[config.mk]
export PLATFORM = sky130hd
export DESIGN_NAME = rwf_kernel
export DESIGN_NICKNAME = d
export VERILOG_FILES = /design/src/design/rwf_pkg.sv /design/src/design/rwf_kernel.sv
export SDC_FILE = /design/constraint.sdc
export NUM_CORES = 2
export LEC_CHECK = 0
export BUFFER_PORTS_ARGS = -buffer_cell sky130_fd_sc_hd__buf_2
export CAP_MARGIN = 20
export CORE_ASPECT_RATIO = 1.25
export CORE_UTILIZATION = 35
export CTS_CLUSTER_SIZE = 40
export DETAILED_ROUTE_END_ITERATION = 8
export PLACE_DENSITY = 0.55
export SYNTH_ARGS = -nofsm -noshare
export SYNTH_HDL_FRONTEND = slang
export SYNTH_SLANG_ARGS = --single-unit
[constraint.sdc]
create_clock -name i_clk -period 19.3 [get_ports i_clk]
set_input_delay 0.965 -clock i_clk [delete_from_list [all_inputs] [get_ports i_clk]]
set_output_delay 0.965 -clock i_clk [all_outputs]
set_load 0.02 [all_outputs]
[src/design/rwf_pkg.sv]
// ----------------------------------------------------------------------------
// rwf_pkg: shared types and codes of the RGB 3x3 window filter
// Word formats, the emit tag that travels down the pipeline, filter modes and
// register indexes.
// ----------------------------------------------------------------------------
`default_nettype none

package rwf_pkg;

    typedef logic [23:0] t_pixel;
    typedef logic [8:0][23:0] t_window;

    typedef struct packed {
        logic       action;
        logic [7:0] in_red;
        logic [7:0] in_green;
        logic [7:0] in_blue;
    } t_in_item;

    typedef struct packed {
        logic [7:0] out_red;
        logic [7:0] out_green;
        logic [7:0] out_blue;
        logic       frame_end;
    } t_out_item;

    // Travels with a shift that produces a result word.
    typedef struct packed {
        logic interior;
        logic frame_end;
    } t_emit_info;

    localparam logic ACT_PAD = 1'b1;

    localparam logic [2:0] MODE_MAX     = 3'd0;
    localparam logic [2:0] MODE_MIN     = 3'd1;
    localparam logic [2:0] MODE_MEAN    = 3'd2;
    localparam logic [2:0] MODE_SOBEL_H = 3'd3;
    localparam logic [2:0] MODE_SOBEL_V = 3'd4;

    localparam logic [1:0] REG_WIDTH  = 2'd0;
    localparam logic [1:0] REG_HEIGHT = 2'd1;
    localparam logic [1:0] REG_MODE   = 2'd2;

    localparam int OFIFO_DEPTH = 8;
    localparam int FIFO_AW     = $clog2(OFIFO_DEPTH);

endpackage

`default_nettype wire

[src/design/rwf_kernel.sv]
// ----------------------------------------------------------------------------
// rwf_kernel: per-channel window arithmetic
// First stage reduces the window to max, min, sum or Sobel magnitude; second
// stage divides mean and Sobel by nine (reciprocal multiply), restores sign.
// ----------------------------------------------------------------------------
`default_nettype none

module rwf_kernel (
    input  logic                i_clk,
    input  logic                i_rst_n,
    input  logic                i_vld,
    input  rwf_pkg::t_emit_info i_info,
    input  rwf_pkg::t_window    i_win,
    input  logic [2:0]          i_mode,
    output logic                o_vld,
    output rwf_pkg::t_out_item  o_item
);

    // floor(x * RECIP9 / 2^16) equals floor(x / 9) for every x below 32768.
    localparam logic [12:0] RECIP9 = 13'd7282;

    typedef struct packed {
        logic [11:0] val;
        logic        neg;
        logic        div;
    } t_red;

    function automatic t_red reduce_chan(input logic [8:0][7:0] v, input logic [2:0] mode,
                                         input logic interior);
        logic [7:0]  mx;
        logic [7:0]  mn;
        logic [11:0] sum;
        logic [9:0]  a;
        logic [9:0]  b;
        t_red        r;
        mx  = v[0];
        mn  = v[0];
        sum = 12'(v[0]);
        for (int i = 1; i < 9; i++) begin
            if (v[i] > mx) mx = v[i];
            if (v[i] < mn) mn = v[i];
            sum = sum + 12'(v[i]);
        end
        a     = 10'(v[0]) + {1'b0, v[3], 1'b0} + 10'(v[6]);
        b     = 10'(v[2]) + {1'b0, v[5], 1'b0} + 10'(v[8]);
        if (mode == rwf_pkg::MODE_SOBEL_H) begin
            a = 10'(v[0]) + {1'b0, v[1], 1'b0} + 10'(v[2]);
            b = 10'(v[6]) + {1'b0, v[7], 1'b0} + 10'(v[8]);
        end
        r.val = 12'(v[4]);
        r.neg = 1'b0;
        r.div = 1'b0;
        if (interior) begin
            case (mode) inside
                rwf_pkg::MODE_MAX: r.val = 12'(mx);
                rwf_pkg::MODE_MIN: r.val = 12'(mn);
                rwf_pkg::MODE_MEAN: begin
                    r.val = sum;
                    r.div = 1'b1;
                end
                rwf_pkg::MODE_SOBEL_H, rwf_pkg::MODE_SOBEL_V: begin
                    r.div = 1'b1;
                    if (a >= b) begin
                        r.val = 12'(a - b);
                    end else begin
                        r.val = 12'(b - a);
                        r.neg = 1'b1;
                    end
                end
                default: ;
            endcase
        end
        return r;
    endfunction

    t_red       r_red [3];
    t_red       n_red [3];
    logic       r_vld;
    logic       r_frame_end;
    logic [7:0] res [3];

    always_comb begin
        logic [8:0][7:0] v;
        for (int c = 0; c < 3; c++) begin
            for (int i = 0; i < 9; i++) begin
                v[i] = i_win[i][8*(2-c) +: 8];
            end
            n_red[c] = reduce_chan(v, i_mode, i_info.interior);
        end
    end

    always_comb begin
        logic [24:0] prod;
        logic [7:0]  q;
        for (int c = 0; c < 3; c++) begin
            prod = 25'(r_red[c].val) * 25'(RECIP9);
            q    = prod[23:16];
            if (!r_red[c].div) begin
                res[c] = r_red[c].val[7:0];
            end else if (r_red[c].neg) begin
                res[c] = 8'(8'd0 - q);
            end else begin
                res[c] = q;
            end
        end
    end

    always_ff @(posedge i_clk) begin
        if (!i_rst_n) begin
            r_vld <= 1'b0;
        end else begin
            r_vld <= i_vld;
        end
        r_red       <= n_red;
        r_frame_end <= i_info.frame_end;
    end

    assign o_vld            = r_vld;
    assign o_item.out_red   = res[0];
    assign o_item.out_green = res[1];
    assign o_item.out_blue  = res[2];
    assign o_item.frame_end = r_frame_end;

endmodule

`default_nettype wire

**Word level (Yosys, flattened, before mapping)**

Index checks and enable logic that the tools add are counted.
Widths: inputs -> output; s select.

- Register bits: 42
- Bits of input ports: 224
- Output and inout bits: 26
- Word-level logic and storage cells: 230

- $add $sub $neg: 57
- $mul: 3
- $lt $le $gt $ge: 51
- Eq/ne operators: 4
- Mux-type cells: 97
- Bitwise logic cells: 2
- Reductions and logical operators: 4

Operator list:

| cell | count |
|---|---|
| $mux 8 | 60 |
| $gt 8x8->1 | 24 |
| $lt 8x8->1 | 24 |
| $add 12x8->12 | 12 |
| $add 10x8->10 | 12 |
| $add 8x9->10 | 12 |
| $mux 12 | 9 |
| $mux 10 | 9 |
| $mul 12x12->23 const B | 3 |
| $sub 10x10->11 | 6 |
| $add 11x8->12 | 3 |
| $add 10x8->11 | 3 |
| $add 9x8->10 | 3 |
| $ge 10x10->1 | 3 |
| $add 8x8->9 | 3 |
| $sub 1x8->8 const A | 3 |
| $mux 1 | 19 |
| $eq 3x2->1 const B | 2 |
| $reduce_or 5->1 | 1 |
| $eq 3x1->1 const B | 1 |
| $eq 3x3->1 const B | 1 |
| $logic_not 3->1 | 1 |
| $reduce_or 3->1 | 1 |
| $not 1->1 | 2 |
| $reduce_or 2->1 | 1 |

**Longest topological paths before layout**

- Depth in word-level cells: 19
- Mapped depth: 89

**Least setup slack after synthesis**

Ideal clock, no wire load.

- Path type: input to register
- Start point: input port i_win[17] in the netlist's numbering
- End point: register r_red[35] in the netlist's numbering
- Library setup time: 135 ps
- Arrival time: 15713 ps
- Path slack: 3452 ps
- Stages on the path: 83
- Path buffers: 5
- Cells stage by stage: inv_1 ha_1 nor2b_1 o21a_1 o21a_1 o21bai_4 a21oi_4 clkbuf_1 nor2_1 a21oi_1 ha_1 a21o_1 a221o_1 a21o_1 o21ai_0 nand2_1 clkbuf_1 o21ai_0 (+47 left out) or2_2 o32ai_1 a2111oi_0 and3_1 buf_2 mux2_1 ha_1 o21a_1 o21ai_0 nand2b_1 a21oi_1 o21ai_0 o21ai_0 nor2_1 a22oi_1 o21ai_0 a21oi_1 o221ai_1

RTL lines:

| what | RTL line | source |
|---|---|---|
| from (decl) | rwf_kernel.sv:13 | `input rwf_pkg::t_window i_win,` |
| to (signal assigned) | rwf_kernel.sv:114 | `r_red <= n_red;` |
| to (decl) | rwf_kernel.sv:76 | `t_red r_red [3];` |

==> impl_metrics.csv <==
group,metric,value,unit
synthesis,synth_top_family_by_area,"adder cells",
synthesis,ys_top_cells_by_area,"ha_1 25%, fa_1 20%, inv_1 7.0%",
floorplanning,die-area,103000,sq um
synthesis,synth_mux_area_share,6.74,%
placed_design,io_buffers,249,
synthesis,synth_xor_area_share,4.19,%
sta,hold_viol,0,
setup_path,criticalPathCategory,"primary input to flip-flop",
floorplanning,core_area,101000,sq um
sta,finalSetupViolCount,0,
synthesis,synth-async-reset-ratio,0,%
setup_path,worstPathMaxFanout,14,
synthesis,synthAdderAreaFrac,45.2,%
placed_design,place.gp.congestion,0.927,
clocking,cts.sinks,42,
floorplanning,io_pins,250,
sta,worst_pin_slew,1.09,ns
synthesis,synth-seq-area-share,2.36,%
clocking,cts_setup_buffers,0,
synthesis,netlist_area,35600,sq um
sta,finalCriticalPeriod,17.95,ns
synthesis,synth_top_area_share,25.0,%
synthesis,avgSynthCellArea,8.24,sq um
global_routing,grt_pass1_vias,32400,
min_path,min-delay-path-class,"primary input to flip-flop",
setup_path,crit_path_top_delay_cell,"a2111oi_1",
floorplanning,row_count,130,
synthesis,synth_flop_cell,"dfxtp_1",
run_status,status,"finished clean",
synthesis,synth_cells,4316,
job,drv_cap,0,
routing,drt_pass1_iterations,6,
sta,post-route-period-util,93.0,%
routing,vias,32000,
global_routing,grt_pass1_wl,187,mm
setup_path,crit_path_max_incr_delay,0.53,ns
sta,max_clock_freq,0.0557,GHz
clocking,clock-root-buffer,"clkbuf_16",
clocking,cts.clk_slew.worst_paths,0.07,ns
setup_path,crit_top_cell,"a21o_1",
setup_path,critical_path_arrival,18.12,ns
final_layout,drive_above_1_share,9.80,%
global_routing,gr-total-overflow,0,
floorplanning,die-height,358,um
min_path,min-delay-start,"i_info[0]",
routing,wl,123,mm
synthesis,ys_ff_latch,42,
global_routing,grt_start_max_net_pins,64,
floorplanning,fp.dieW,287,um
synthesis,synth_most_common_cell,"ha_1",
floorplanning,initial_utilization,35.3,%
routing,antenna_left,0,
synthesis,netlist.top_cell.by_area,"ha_1",
sta,rsz0062_at_grt,"false",
clocking,cts_max_level,2,
synthesis,synth_edf_count,0,
clocking,clk_path_buf_depth,2,
final_layout,num-nets-final,5779,
synthesis,yosysWarningCount,0,
synthesis,yosys.area_share.simple,11.4,%
setup_path,crit_start,"i_win[17]",
synthesis,syn-num-nets,5605,
final_layout,syn2layout_area_growth,7.88,%
sta,tns,0,ns
synthesis,synth_cell_type_count,113,
setup_path,worstSetupEndpointType,"flip-flop",
global_routing,grt_use_total,23.7,%
sta,maxSlewHeadroom,26.5,%
sta,final_max_slew_viol_count,0,
routing,drc,0,
synthesis,synth_common_cells,"711 x ha_1, 662 x inv_1, 354 x fa_1",
setup_path,worstPathRequired,19.47,ns
synthesis,synth_compound_area_share,21.9,%
routing,via_per_inst,5.50,
global_routing,grt_antenna_before_repair,15,
routing,wl_per_cell,21.1,um
placed_design,dpl.hpwl,105,mm
routing,drt_iter0_markers,1666,
clocking,tritoncts.num_buffers,5,
clocking,cts_tree,"done",
setup_path,startpoint_type,"primary input",
## layer usage
metal	up-vias	share of wire (%)	track usage [%]
li1	15500	-	-
met1	15400	39	26.9
met2	880	52	44.5
met3	273	4.6	2.53
met4	12	4.5	10.1
met5	-	0.056	0
## repair_timing
action | in CTS | in global routing
hold buffers | 0 | 0
endpoints found under the setup margin | 0 | 7
hold endpoints to repair | 0 | 0
resized for setup | 0 | 3
## final timing paths
kind | to | cells after the start
worst max-delay path | r_red[35] | 80
worst min-delay path | r_frame_end | 1
## per-stage QoR
stage                     cell area (sq um)  setup slack [ns]  utilization, %  std cells  hold slack, ns
after global routing                  38400            0.0195            38.1       5817           0.757
after detailed placement              38200             0.903            37.9       5800            1.07
after global placement                38200             0.994            37.9       5800            1.07
after floorplan                       35600              3.45               -       4316           0.993
after CTS                             38300              1.15            38.1       5808           0.740
final                                 38400              1.35            38.1       5820           0.757
## critical path: cells and delay by family
family | cells | cell delay, ns
buffers and inverters | 6 | 0.71
muxes | 5 | 1.53
adders and majority gates | 10 | 2.98
and+or+nand+nor | 16 | 2.74
AOI/OAI and AO/OA | 43 | 9.17
## placed cells by master (no fill, tap or decap), drive strengths merged, types with 103 or more instances in the layout
| cell | n |
|---|---|
| a21oi | 350 |
| xnor2 | 144 |
| nand2 | 252 |
| inv | 663 |
| mux2 | 103 |
| buf | 261 |
| a21o | 139 |
| o21ai | 239 |
| nor2 | 265 |
| fa | 354 |
| ha | 711 |
| mux2i | 123 |
## sequential cells by signal, summed over array words and instances (netlist names)
signal       flops
o_vld            1
r_frame_end      1
r_red           40
## area by class of cell
type                       count  area, sq um
antenna                        9         22.5
clock buffer                   7          143
clock inverter                 1         8.76
fill                       10500        62300
inverter                     665         2500
multi-input combinational   3515        31900
sequential                    42          841
tap                         1320         1650
timing repair buffer         261         1340
## logic make-up (layout without fill, tap and decap cells)
| group | count (synthesis) | after routing |
|---|---|---|
| xor+xnor | 170 | 170 |
| flops | 42 | 42 |
| compound gates | 1185 | 1185 |
| mux | 226 | 226 |
| buf+inv | 759 | 934 |
| simple gates | 859 | 859 |
| other cells | 0 | 9 |
| fa+ha+maj | 1075 | 1075 |
Power is left out: the tool's default activity adds up to more than one toggle a clock period on the data nets, which glitch-free logic cannot reach.
