**src/design/rwf_pkg.sv**
```systemverilog
// ----------------------------------------------------------------------------
// rwf_pkg: shared types and codes of the RGB 3x3 window filter
// Word formats, the emit tag that travels down the pipeline, filter modes and
// register indexes.
// ----------------------------------------------------------------------------
`default_nettype none

package rwf_pkg;

    typedef logic [23:0] t_pixel;
    typedef logic [8:0][23:0] t_window;

    typedef struct packed {
        logic       action;
        logic [7:0] in_red;
        logic [7:0] in_green;
        logic [7:0] in_blue;
    } t_in_item;

    typedef struct packed {
        logic [7:0] out_red;
        logic [7:0] out_green;
        logic [7:0] out_blue;
        logic       frame_end;
    } t_out_item;

    // Travels with a shift that produces a result word.
    typedef struct packed {
        logic interior;
        logic frame_end;
    } t_emit_info;

    localparam logic ACT_PAD = 1'b1;

    localparam logic [2:0] MODE_MAX     = 3'd0;
    localparam logic [2:0] MODE_MIN     = 3'd1;
    localparam logic [2:0] MODE_MEAN    = 3'd2;
    localparam logic [2:0] MODE_SOBEL_H = 3'd3;
    localparam logic [2:0] MODE_SOBEL_V = 3'd4;

    localparam logic [1:0] REG_WIDTH  = 2'd0;
    localparam logic [1:0] REG_HEIGHT = 2'd1;
    localparam logic [1:0] REG_MODE   = 2'd2;

    localparam int OFIFO_DEPTH = 8;
    localparam int FIFO_AW     = $clog2(OFIFO_DEPTH);

endpackage

`default_nettype wire

```
**src/design/rwf_out_fifo.sv**
```systemverilog
// ----------------------------------------------------------------------------
// rwf_out_fifo: result word queue
// Holds finished result words until the output side takes them, so the
// arithmetic pipeline never has to stop.
// ----------------------------------------------------------------------------
`default_nettype none

module rwf_out_fifo (
    input  logic               i_clk,
    input  logic               i_rst_n,
    input  logic               i_push,
    input  rwf_pkg::t_out_item i_item,
    input  logic               i_pop,
    output logic               o_vld,
    output rwf_pkg::t_out_item o_item
);

    localparam int AW = rwf_pkg::FIFO_AW;

    rwf_pkg::t_out_item r_mem [rwf_pkg::OFIFO_DEPTH];
    logic [AW-1:0]      r_wp;
    logic [AW-1:0]      r_rp;
    logic [AW:0]        r_cnt;
    logic               pop_ok;

    assign pop_ok = i_pop && r_cnt != '0;

    always_ff @(posedge i_clk) begin
        if (!i_rst_n) begin
            r_wp  <= '0;
            r_rp  <= '0;
            r_cnt <= '0;
        end else begin
            if (i_push) r_wp <= r_wp + AW'(1);
            if (pop_ok) r_rp <= r_rp + AW'(1);
            r_cnt <= r_cnt + (AW+1)'(i_push) - (AW+1)'(pop_ok);
        end
        if (i_push) begin
            r_mem[r_wp] <= i_item;
        end
    end

    assign o_vld  = r_cnt != '0;
    assign o_item = r_mem[r_rp];

endmodule

`default_nettype wire

```
**config.mk**
```make
export PLATFORM = sky130hd
export DESIGN_NAME = rwf_out_fifo
export DESIGN_NICKNAME = d
export VERILOG_FILES = /design/src/design/rwf_pkg.sv /design/src/design/rwf_out_fifo.sv
export SDC_FILE = /design/constraint.sdc
export NUM_CORES = 1
export LEC_CHECK = 0
export ABC_AREA = 1
export BUFFER_PORTS_ARGS = -buffer_cell sky130_fd_sc_hd__buf_2
export CAP_MARGIN = 20
export CORE_MARGIN = 3
export CORE_UTILIZATION = 30
export DETAILED_ROUTE_END_ITERATION = 7
export GPL_TIMING_DRIVEN = 1
export PLACE_DENSITY = 0.43
export SLEW_MARGIN = 0
export SYNTH_ARGS = -nofsm -noshare
export SYNTH_HDL_FRONTEND = slang
export SYNTH_SLANG_ARGS = --single-unit
export TNS_END_PERCENT = 20
```
**constraint.sdc**
```tcl
create_clock -name i_clk -period 6.5 [get_ports i_clk]
set_input_delay 1.625 -clock i_clk [delete_from_list [all_inputs] [get_ports i_clk]]
set_output_delay 1.625 -clock i_clk [all_outputs]
set_load 0.005 [all_outputs]
```
### Word-level counts from Yosys, hierarchy flattened

Memory sizes are Yosys's and may differ from the RTL's. A register that Yosys moved wholly into a read port is not among the register bits.
Cells that the tools add are included.

* register bits: 10
* memories kept: 1
* memory bits (writable): 200
* output and inout bits: 26
* input bits: 29
* logic and storage cells: 14

* reductions and logical operators: 2
* muxes and demuxes: 4
* add/sub/neg operators: 4

Memories
* r_mem: depth 8, width 25, rd ports 1, clocked after memory_dff 1, wr ports 1, RTL line rwf_out_fifo.sv:20 `rwf_pkg::t_out_item r_mem [rwf_pkg::OFIFO_DEPTH];`

Operators by type and width (count)
* 3-bit by 1-bit adder with 3-bit output, second input constant: 2
* 3-bit two-way mux: 2
* 4-bit by 1-bit adder with 4-bit output: 1
* 4-bit nonzero test: 1
* 4-bit by 1-bit subtractor with 4-bit output: 1
* 1-bit two-way mux: 2
* 1-bit logical AND: 1

### Longest topological paths before layout

Gate-level depths: netlist of the first run.

* depth in word-level cells: 4
* gate-level depth with buffers: 11
* gate-level depth less buffers: 11

### Least setup slack after synthesis of the first run

No wires, ideal clock.

* path type: input to register
* start point: in i_push
* end point: mem r_mem[0][0] (netlist name) (enable)
* path buffers: 0
* data required time: 6093 ps
* setup slack: 3033 ps
* stages: 3
* library setup time: 407 ps
* arrival time: 3060 ps
* path through: inv_1 > or2_2 > nor2_1

* word-level cells in the longest chain between the ends: 2

Ends and longest elaborated chain
* start: declaration: RTL line rwf_out_fifo.sv:11 `input logic i_push,`
* 1-bit two-way mux: RTL line rwf_out_fifo.sv:38 `if (i_push) begin`
* 1-bit two-way mux (implied by the code): RTL line rwf_out_fifo.sv:39 `r_mem[r_wp] <= i_item;`
* end: declaration: RTL line rwf_out_fifo.sv:20

Every way passes these cells.

==> results.toml, run 1 <==
[outcome]
status = "finished, final reports clean"

[timing]
fin_hold_ws_ns = 0.498
slew_headroom_pct = 29.9
finClkSkew_ns = 0.00566
setup_viol = 0
maxSlewViolCount = 0
fin_setup_tns_ns = 0
max_freq_ghz = 0.242
fin_ws_ns = 2.37
rsz0062_at_grt = "false"
max_slew.worst_pin.slew_ns = 1.05
hold_viol_final = 0
post-route-period-util_pct = 63.6
period_minus_slack_ns = 4.13

[setup_path]
critPathTopFamily = "buffers and inverters"
path_max_fanout = 38
cpPeakStageDelay_ns = 0.48
start_kind = "flip-flop"
rrSetupSlack_ns = 4.30
criticalPathCategory = "flip-flop to output pin"
cp-end-kind = "output pin"
path_cells = "inv_2, buf_4, nand2_1, nand2_1, nand2_1, nand2_1, nand2_1, nand2_1, buf_2"
crit_required_ns = 4.88
crit_buf_inv = 3
crit_top_cell = "nand2_1"
cp_slowest_cell = "buf_4"
worst_ep_arrival_time_ns = 2.51

[placed_design]
port_buffers = 54
placed_cells = 1344
place_ws_ns = 2.84
hpwlAfterDp_um = 10700
globalplace.congestion = 0.678

[clock_tree]
ctsHoldBuffers = 0
clk_latency_ns = 0.51
htree_levels = 1
cts_setup_buffers = 0
path_clk_slew_ns = 0.06
cts_resized = 0
cts_tree = "done"
clock_tree.buffer_depth = 3
cts_buffers = 25
clkSinkCount = 213
clockRootBuffer = "clkbuf_16"

[route]
viasPerCell = 4.19
dr.first_iter.drc_count = 325
drtPass1Iterations = 4
ant_nets = 0
wirelength_um = 21100
wire_per_inst_um = 15.2
dr_total_vias = 5819
drcViolationCount = 0

[layout]
drive_above_1_share_pct = 11.0
multi_input_area_sq_um = 2180
layout.nets = 1017
diodes = 0
regArea_sq_um = 6270
layout.cells.non_filler = 1389
n_fill_cell = 3058
area_growth_pct = 16.2

[synth]
synth_compound_area_share_pct = 0.571
synthesis.nets = 967
synth.avg_cell_area_sq_um = 9.89
synth-seq-cells = 213
synth.area.mux_share_pct = 0
synth-simple-area-share_pct = 21.4
synth_xor_xnor_area_share_pct = 0
synth_cell_types = 18
synth_warnings = 0
netlist_instances = 931
synth_area_sq_um = 9210
synth_top_family_by_area = "simple AND/OR/NAND/NOR gates"
synth_adder_area_share_pct = 1.03
ys_seq_area_share_pct = 68.1

[floorplanning]
die_y_um = 181
rows = 63
start_util_pct = 30.7
die_w_um = 181
core_sq_um = 30000
num_io_pins = 55
dieArea_sq_um = 32800

[global_route]
track_usage_pct = 12.9
grt_max_degree = 71
grt_overflow = 0
antenna_found_initial = 1
grt_pass1_vias = 5790
grt_pass1_wl_um = 33300

[hold_path]
holdCritPathClass = "flip-flop to flip-flop"

[power]
p_sw_uw = 1070
power_frac_seq_pct = 43.0
finalPower_uw = 3690
internal_power_uw = 2620
power_frac_comb_pct = 20.6
p_leak_uw = 0.00476
ir_drop_uv = 261
switching_share_pct = 28.9
p_clk_share_pct = 36.4
p_per_area_nw_per_um2 = 345

[flow_run]
maxCapViolations = 0
per-stage QoR:
stage | area (sq um) | util (%)
detailed placement | 9910 | 33.1
CTS | 10700 | 35.7
global route | 10700 | 35.7
global placement | 9880 | 33.0
finish | 10700 | 35.7
floorplan | 9210 | -
worst reg2reg max path: cells and delay by family, from the launching register on:
kind	cells	cell delay (ns)
flops	1	0.30
buf+inv	2	0.11
compound gates	4	0.72
simple gates	1	0.16
fa+ha+maj	3	0.81
layout by cell type (no fill, tap or decap), types with 8 or more instances in the layout:
| master | netlist | routed |
|---|---|---|
| nand2_1 | 393 | 393 |
| edfxtp_1 | 200 | 200 |
| inv_1 | 165 | 165 |
| nand3_1 | 78 | 78 |
| buf_2 | 25 | 54 |
| clkbuf_16 | 0 | 25 |
| nor2_1 | 20 | 12 |
| dfxtp_1 | 13 | 11 |
| nor2_4 | 0 | 8 |
cells in the mapped netlist:
| library cell | count | share of area (%) |
|---|---|---|
| edfxtp_1 | 200 | 65 |
| nand3_1 | 78 | 4.2 |
| clkbuf_1 | 6 | 0.24 |
| dfxtp_1 | 13 | 2.8 |
| buf_4 | 5 | 0.41 |
| a21oi_1 | 5 | 0.27 |
| nand3b_1 | 2 | 0.16 |
| buf_1 | 2 | 0.082 |
| ha_1 | 6 | 0.82 |
| inv_1 | 165 | 6.7 |
| buf_2 | 25 | 1.4 |
| nand2_1 | 393 | 16 |
| nor2_1 | 20 | 0.82 |
| or2_2 | 2 | 0.14 |
| o21ai_0 | 4 | 0.22 |
| fa_1 | 1 | 0.22 |
| inv_2 | 3 | 0.12 |
| a21boi_0 | 1 | 0.082 |
final cells by class:
cell class	instances	share of cell area [%]
timing repair buffer	61	3.20
clock inverter	11	0.959
sequential	213	58.6
tap	390	4.56
clock buffer	34	6.44
inverter	168	5.89
multi-input combinational	512	20.3
kinds of logic (layout without fill, tap and decap cells):
family / Yosys count / in the layout
adder cells (fa/ha/maj): 7 / 7
AO/OA/AOI/OAI: 10 / 10
AND/OR/NAND/NOR: 495 / 495
flip-flops: 213 / 213
buffers and inverters: 206 / 274
final timing paths:
kind,from,to,cells after the start
hold / removal,r_wp[0],r_wp[0],2
hold reg to reg,r_wp[0],r_wp[0],2
setup / recovery,flip-flop,o_item[9],9
setup reg to reg,r_cnt[2],r_cnt[2],10
routing by layer:
layer	vias up	wire length (um)	track usage, %
met4	2	321	2.53
met3	32	925	2.32
met2	83	9850	21.5
met1	2685	9980	17.7
met5	-	10	0
li1	3017	-	-
power by group through the flow:
stage	Clock, uW	Sequential (uW)	Combinational (uW)
2_1_floorplan	0	1590	538
3_3_place_gp	0	1620	779
3_5_place_dp	0	1620	785
4_1_cts	1380	1590	787
5_1_grt	1430	1590	892
6_report	1340	1590	760
state kept, by name, summed over array words and instances, names as in the netlist, named ones only:
register / count
r_rp: 3
r_cnt: 4
r_mem: 200
r_wp: 3
(Power assumes the default switching activity.)
==> run 2: changes to the inputs <==
==> constraint.sdc (replaced) <==
create_clock -name i_clk -period 4 [get_ports i_clk]
set_input_delay 1 -clock i_clk [delete_from_list [all_inputs] [get_ports i_clk]]
set_output_delay 1 -clock i_clk [all_outputs]
set_load 0.005 [all_outputs]
==> run 2 against run 1 <==
  * Sequential share of layout area down 0.18 points
  * Die area is the same
  * Final area rose by 0.31%
  * Sequential power up 62%
==> results.toml, run 2 (same netlist as run 1, synthesis figures left out) <==
[outcome]
status = "finished, final reports clean"

[layout]
fin_util_pct = 35.8
area_growth_pct = 16.6
layout_commonest_cell = "nand2_1"
diodes = 0
top_regs = "r_mem x200, r_cnt x4"
largest_reg_flops = 200
layout.nets = 1028
top_register = "r_mem"
drive_above_1_share_pct = 11.8
layout_common_cells = "393 x nand2_1, 200 x edfxtp_1, 165 x inv_1, 78 x nand3_1, 54 x buf_2"

[route]
wl_met2_um = 9770
wire_per_inst_um = 15.1
drcViolationCount = 0
wirelength_um = 21200
viasPerCell = 4.26
dr.first_iter.drc_count = 373
wl_met3_um = 968
drt-met1-wl_um = 10100
ant_nets = 0
dr_total_vias = 5962
top_layer_used = "met4"
drtPass1Iterations = 4

[setup_path]
worst_ep_arrival_time_ns = 2.14
start_kind = "flip-flop"
cp-end-kind = "output pin"
crit_required_ns = 3.00
criticalPathCategory = "flip-flop to output pin"
path_max_fanout = 33
r2r.worst_path.cells = 10

[timing]
fin_hold_ws_ns = 0.498
rsz0062_at_grt = "false"
setup_viol = 0
hold_viol_final = 0
post-route-period-util_pct = 78.4
max_slew.worst_pin.slew_ns = 0.885
period_minus_slack_ns = 3.14
fin_setup_tns_ns = 0
finClkSkew_ns = 0.00510
maxSlewViolCount = 0
max_freq_ghz = 0.319
slew_headroom_pct = 40.9

[global_route]
track_usage_pct = 12.9
grt_overflow = 0
grt_max_degree = 83
antenna_found_initial = 0
grt_pass1_vias = 5832
grt_pass1_wl_um = 33400

[floorplanning]
core_sq_um = 30000
start_util_pct = 30.7
num_io_pins = 55
dieArea_sq_um = 32800
die_w_um = 181
die_y_um = 181
rows = 63

[clock_tree]
cts_resized = 0
htree_levels = 1
cts_tree = "done"
ctsHoldBuffers = 0
clk_latency_ns = 0.51
path_clk_slew_ns = 0.06
clock_tree.buffer_depth = 3
clkSinkCount = 213
cts_buffers = 25
cts_setup_buffers = 0
clockRootBuffer = "clkbuf_16"

[hold_path]
holdCritPathClass = "flip-flop to flip-flop"
min_path_cells = 2

[power]
ir_drop_uv = 291
p_leak_uw = 0.00479
p_per_area_nw_per_um2 = 549

[placed_design]
globalplace.congestion = 0.706
port_buffers = 54
hpwlAfterDp_um = 12100

[flow_run]
maxCapViolations = 0
-- run 2: cell count changes in the layout (fill, tap and decap cells not counted), sizes merged --
cell	change
bufinv	-1
clkinv	+4
buf	+11
clkbuf	-3
-- run 2: routing by layer --
| metal | up-vias | GRT usage [%] |
|---|---|---|
| met5 | - | 0 |
| met4 | 0 | 3.17 |
| met3 | 26 | 2.34 |
| met2 | 100 | 21.0 |
| met1 | 2799 | 18.0 |
| li1 | 3037 | - |
-- run 2: final cells by class --
cell class / instances / area, sq um
Inverter: 168 / 631
Clock inverter: 14 / 90.1
Multi-Input combinational cell: 512 / 2180
Timing Repair Buffer: 72 / 430
Tap cell: 390 / 488
Fill cell: 3044 / 19200
Sequential cell: 213 / 6270
Clock buffer: 31 / 648
-- run 2: worst paths after layout --
path,startpoint,to,slack (ns)
max,flip-flop,o_item[19],0.86
min,r_wp[0],r_wp[0],0.50
max reg2reg,r_cnt[2],r_cnt[2],1.90
min reg2reg,r_wp[0],r_wp[0],0.50
-- run 2: per-stage QoR --
step / area (sq um) / cells / worst slack, ns / total power, uW
after floorplan: 9210 / 931 / 1.16 / 3460
after global placement: 10000 / 1355 / 1.28 / 3910
after detailed placement: 10000 / 1355 / 1.25 / 3910
after CTS: 10700 / 1400 / 0.797 / 6000
after global routing: 10700 / 1400 / 0.620 / 6270
final: 10700 / 1400 / 0.864 / 5890
-- run 2: critical path, stage by stage (launching register included) --
cell     delay [ns]
dfxtp_4        0.42
inv_2          0.22
buf_4          0.40
nand2_1        0.10
nand2_1        0.07
nand2_1        0.04
nand2_1        0.06
nand2_1        0.05
nand2_1        0.11
buf_2          0.13
-- run 2: power by group --
| part | total (uW) | leakage (uW) | switching (uW) | internal, uW |
|---|---|---|---|---|
| Sequential | 2570 | 0.00192 | 46.7 | 2520 |
| Combinational | 1260 | 0.00250 | 826 | 432 |
| Clock | 2060 | 0.000364 | 859 | 1210 |
| Total | 5890 | 0.00479 | 1730 | 4160 |
==> run 3: changes to the inputs <==
==> constraint.sdc (replaced) <==
create_clock -name i_clk -period 2.9 [get_ports i_clk]
set_input_delay 0.725 -clock i_clk [delete_from_list [all_inputs] [get_ports i_clk]]
set_output_delay 0.725 -clock i_clk [all_outputs]
set_load 0.005 [all_outputs]
==> run 3 against run 2 <==
  * Sequential power rose by 38%
  * Count of clock-buffer cells in the layout rose by 2
  * Utilization rose by 0.22 points
  * Sequential share of layout area fell by 0.35 points
  * Final cell count fell by 0.14%
  * Routed wire length rose by 2.9%
  * Critical endpoint unchanged
==> results.toml, run 3 (same netlist as run 1, synthesis figures left out) <==
[layout]
diodes = 0
largest_reg_flops = 200
top_regs = "r_mem x200, r_cnt x4"
area_growth_pct = 17.3
layout.nets = 1029
drive_above_1_share_pct = 11.8
layout_commonest_cell = "nand2_1"
layout_common_cells = "393 x nand2_1, 200 x edfxtp_1, 165 x inv_1, 78 x nand3_1, 54 x buf_2"
stdcell_area_sq_um = 10800
top_register = "r_mem"
fin_util_pct = 36.1
n_fill_cell = 3047

[clock_tree]
cts_setup_buffers = 0
ctsHoldBuffers = 0
htree_levels = 1
cts_buffers = 26
clk_latency_ns = 0.53
cts_resized = 0
clkSinkCount = 213
clock_tree.buffer_depth = 3
path_clk_slew_ns = 0.06
clockRootBuffer = "clkbuf_16"
cts_tree = "done"

[setup_path]
r2r.worst_path.cells = 10
cp-end-kind = "output pin"
start_kind = "flip-flop"
crit_required_ns = 2.17
r2r_start = "r_cnt[2]"
criticalPathCategory = "flip-flop to output pin"
worst_ep_arrival_time_ns = 2.06
worstReg2RegEnd = "r_cnt[2]"
path_max_fanout = 99
rrSetupSlack_ns = 0.75

[placed_design]
port_buffers = 54
placed_area_sq_um = 10100
hpwlAfterDp_um = 12000
globalplace.congestion = 0.745

[power]
p_leak_uw = 0.00481
p_per_area_nw_per_um2 = 759
ir_drop_uv = 379
finalPower_uw = 8200

[timing]
hold_viol_final = 0
rsz0062_at_grt = "false"
fin_setup_tns_ns = 0
period_minus_slack_ns = 2.78
maxSlewViolCount = 0
max_slew.worst_pin.slew_ns = 0.660
finClkSkew_ns = 0.0218
setup_viol = 0
max_freq_ghz = 0.359
slew_headroom_pct = 55.9
post-route-period-util_pct = 96.0

[floorplanning]
dieArea_sq_um = 32800
num_io_pins = 55
core_sq_um = 30000
start_util_pct = 30.7
die_w_um = 181
die_y_um = 181
rows = 63

[route]
wire_per_inst_um = 15.6
wirelength_um = 21800
viasPerCell = 4.30
drtPass1Iterations = 4
ant_nets = 0
dr_total_vias = 6014
dr.first_iter.drc_count = 300
drcViolationCount = 0

[hold_path]
min_path_cells = 1
holdCritPathClass = "input pin to flip-flop"
min_delay_worst_endpoint = "r_mem[0][17]"
hp-start = "i_item[17]"

[global_route]
track_usage_pct = 13.3
grt_pass1_vias = 5920
grt_pass1_wl_um = 34200
grt_overflow = 0
grt_max_degree = 100
antenna_found_initial = 0

[flow_run]
maxCapViolations = 0

[outcome]
status = "finished, final reports clean"
==> run 3: critical path, cell delays in order (launching register included) <==
cell,delay [ns]
dfxtp_4,0.36
inv_2,0.10
buf_16,0.36
nand2_1,0.10
nand2_1,0.07
nand2_1,0.04
nand2_1,0.07
nand2_1,0.05
nand2_1,0.15
buf_2,0.14
==> run 3: worst max-delay path by stage <==
| stage | end | slack (ns) | start |
|---|---|---|---|
| floorplan | r_mem[0][0] | 0.33 | i_push |
| global placement | r_cnt[2] | 0.47 | i_pop |
| detailed placement | r_cnt[2] | 0.44 | i_pop |
| CTS | o_item[6] | 0.12 | flip-flop |
| global route | o_item[24] | 0.01 | flip-flop |
| finish | o_item[19] | 0.12 | flip-flop |
==> run 3: routing by layer <==
layer,vias up,share of wire [%],track usage (%)
met5,-,0,0
met4,0,1.8,3.44
met3,25,3.6,2.30
met2,90,47,21.9
met1,2862,48,18.2
li1,3037,-,-
==> run 3: through the flow <==
| step | hold WS (ns) | setup slack, ns | instances |
|---|---|---|---|
| floorplan | 0.467 | 0.333 | 931 |
| global placement | 0.491 | 0.471 | 1355 |
| detailed placement | 0.488 | 0.440 | 1355 |
| CTS | 0.435 | 0.117 | 1398 |
| global route | 0.457 | 0.0113 | 1398 |
| finish | 0.460 | 0.116 | 1398 |
==> run 3: layout make-up <==
cell class | instances | area (sq um) | area share, %
Clock buffer | 33 | 677 | 6.27
Clock inverter | 10 | 56.3 | 0.521
Inverter | 168 | 631 | 5.84
Multi-Input combinational cell | 512 | 2180 | 20.1
Sequential cell | 213 | 6270 | 58.1
Tap cell | 390 | 488 | 4.52
Timing Repair Buffer | 72 | 500 | 4.63
==> run 3: power by group <==
group | internal (uW) | switching (uW)
clock network | 1630 | 1220
logic | 615 | 1190
registers | 3480 | 64.1
total | 5720 | 2480
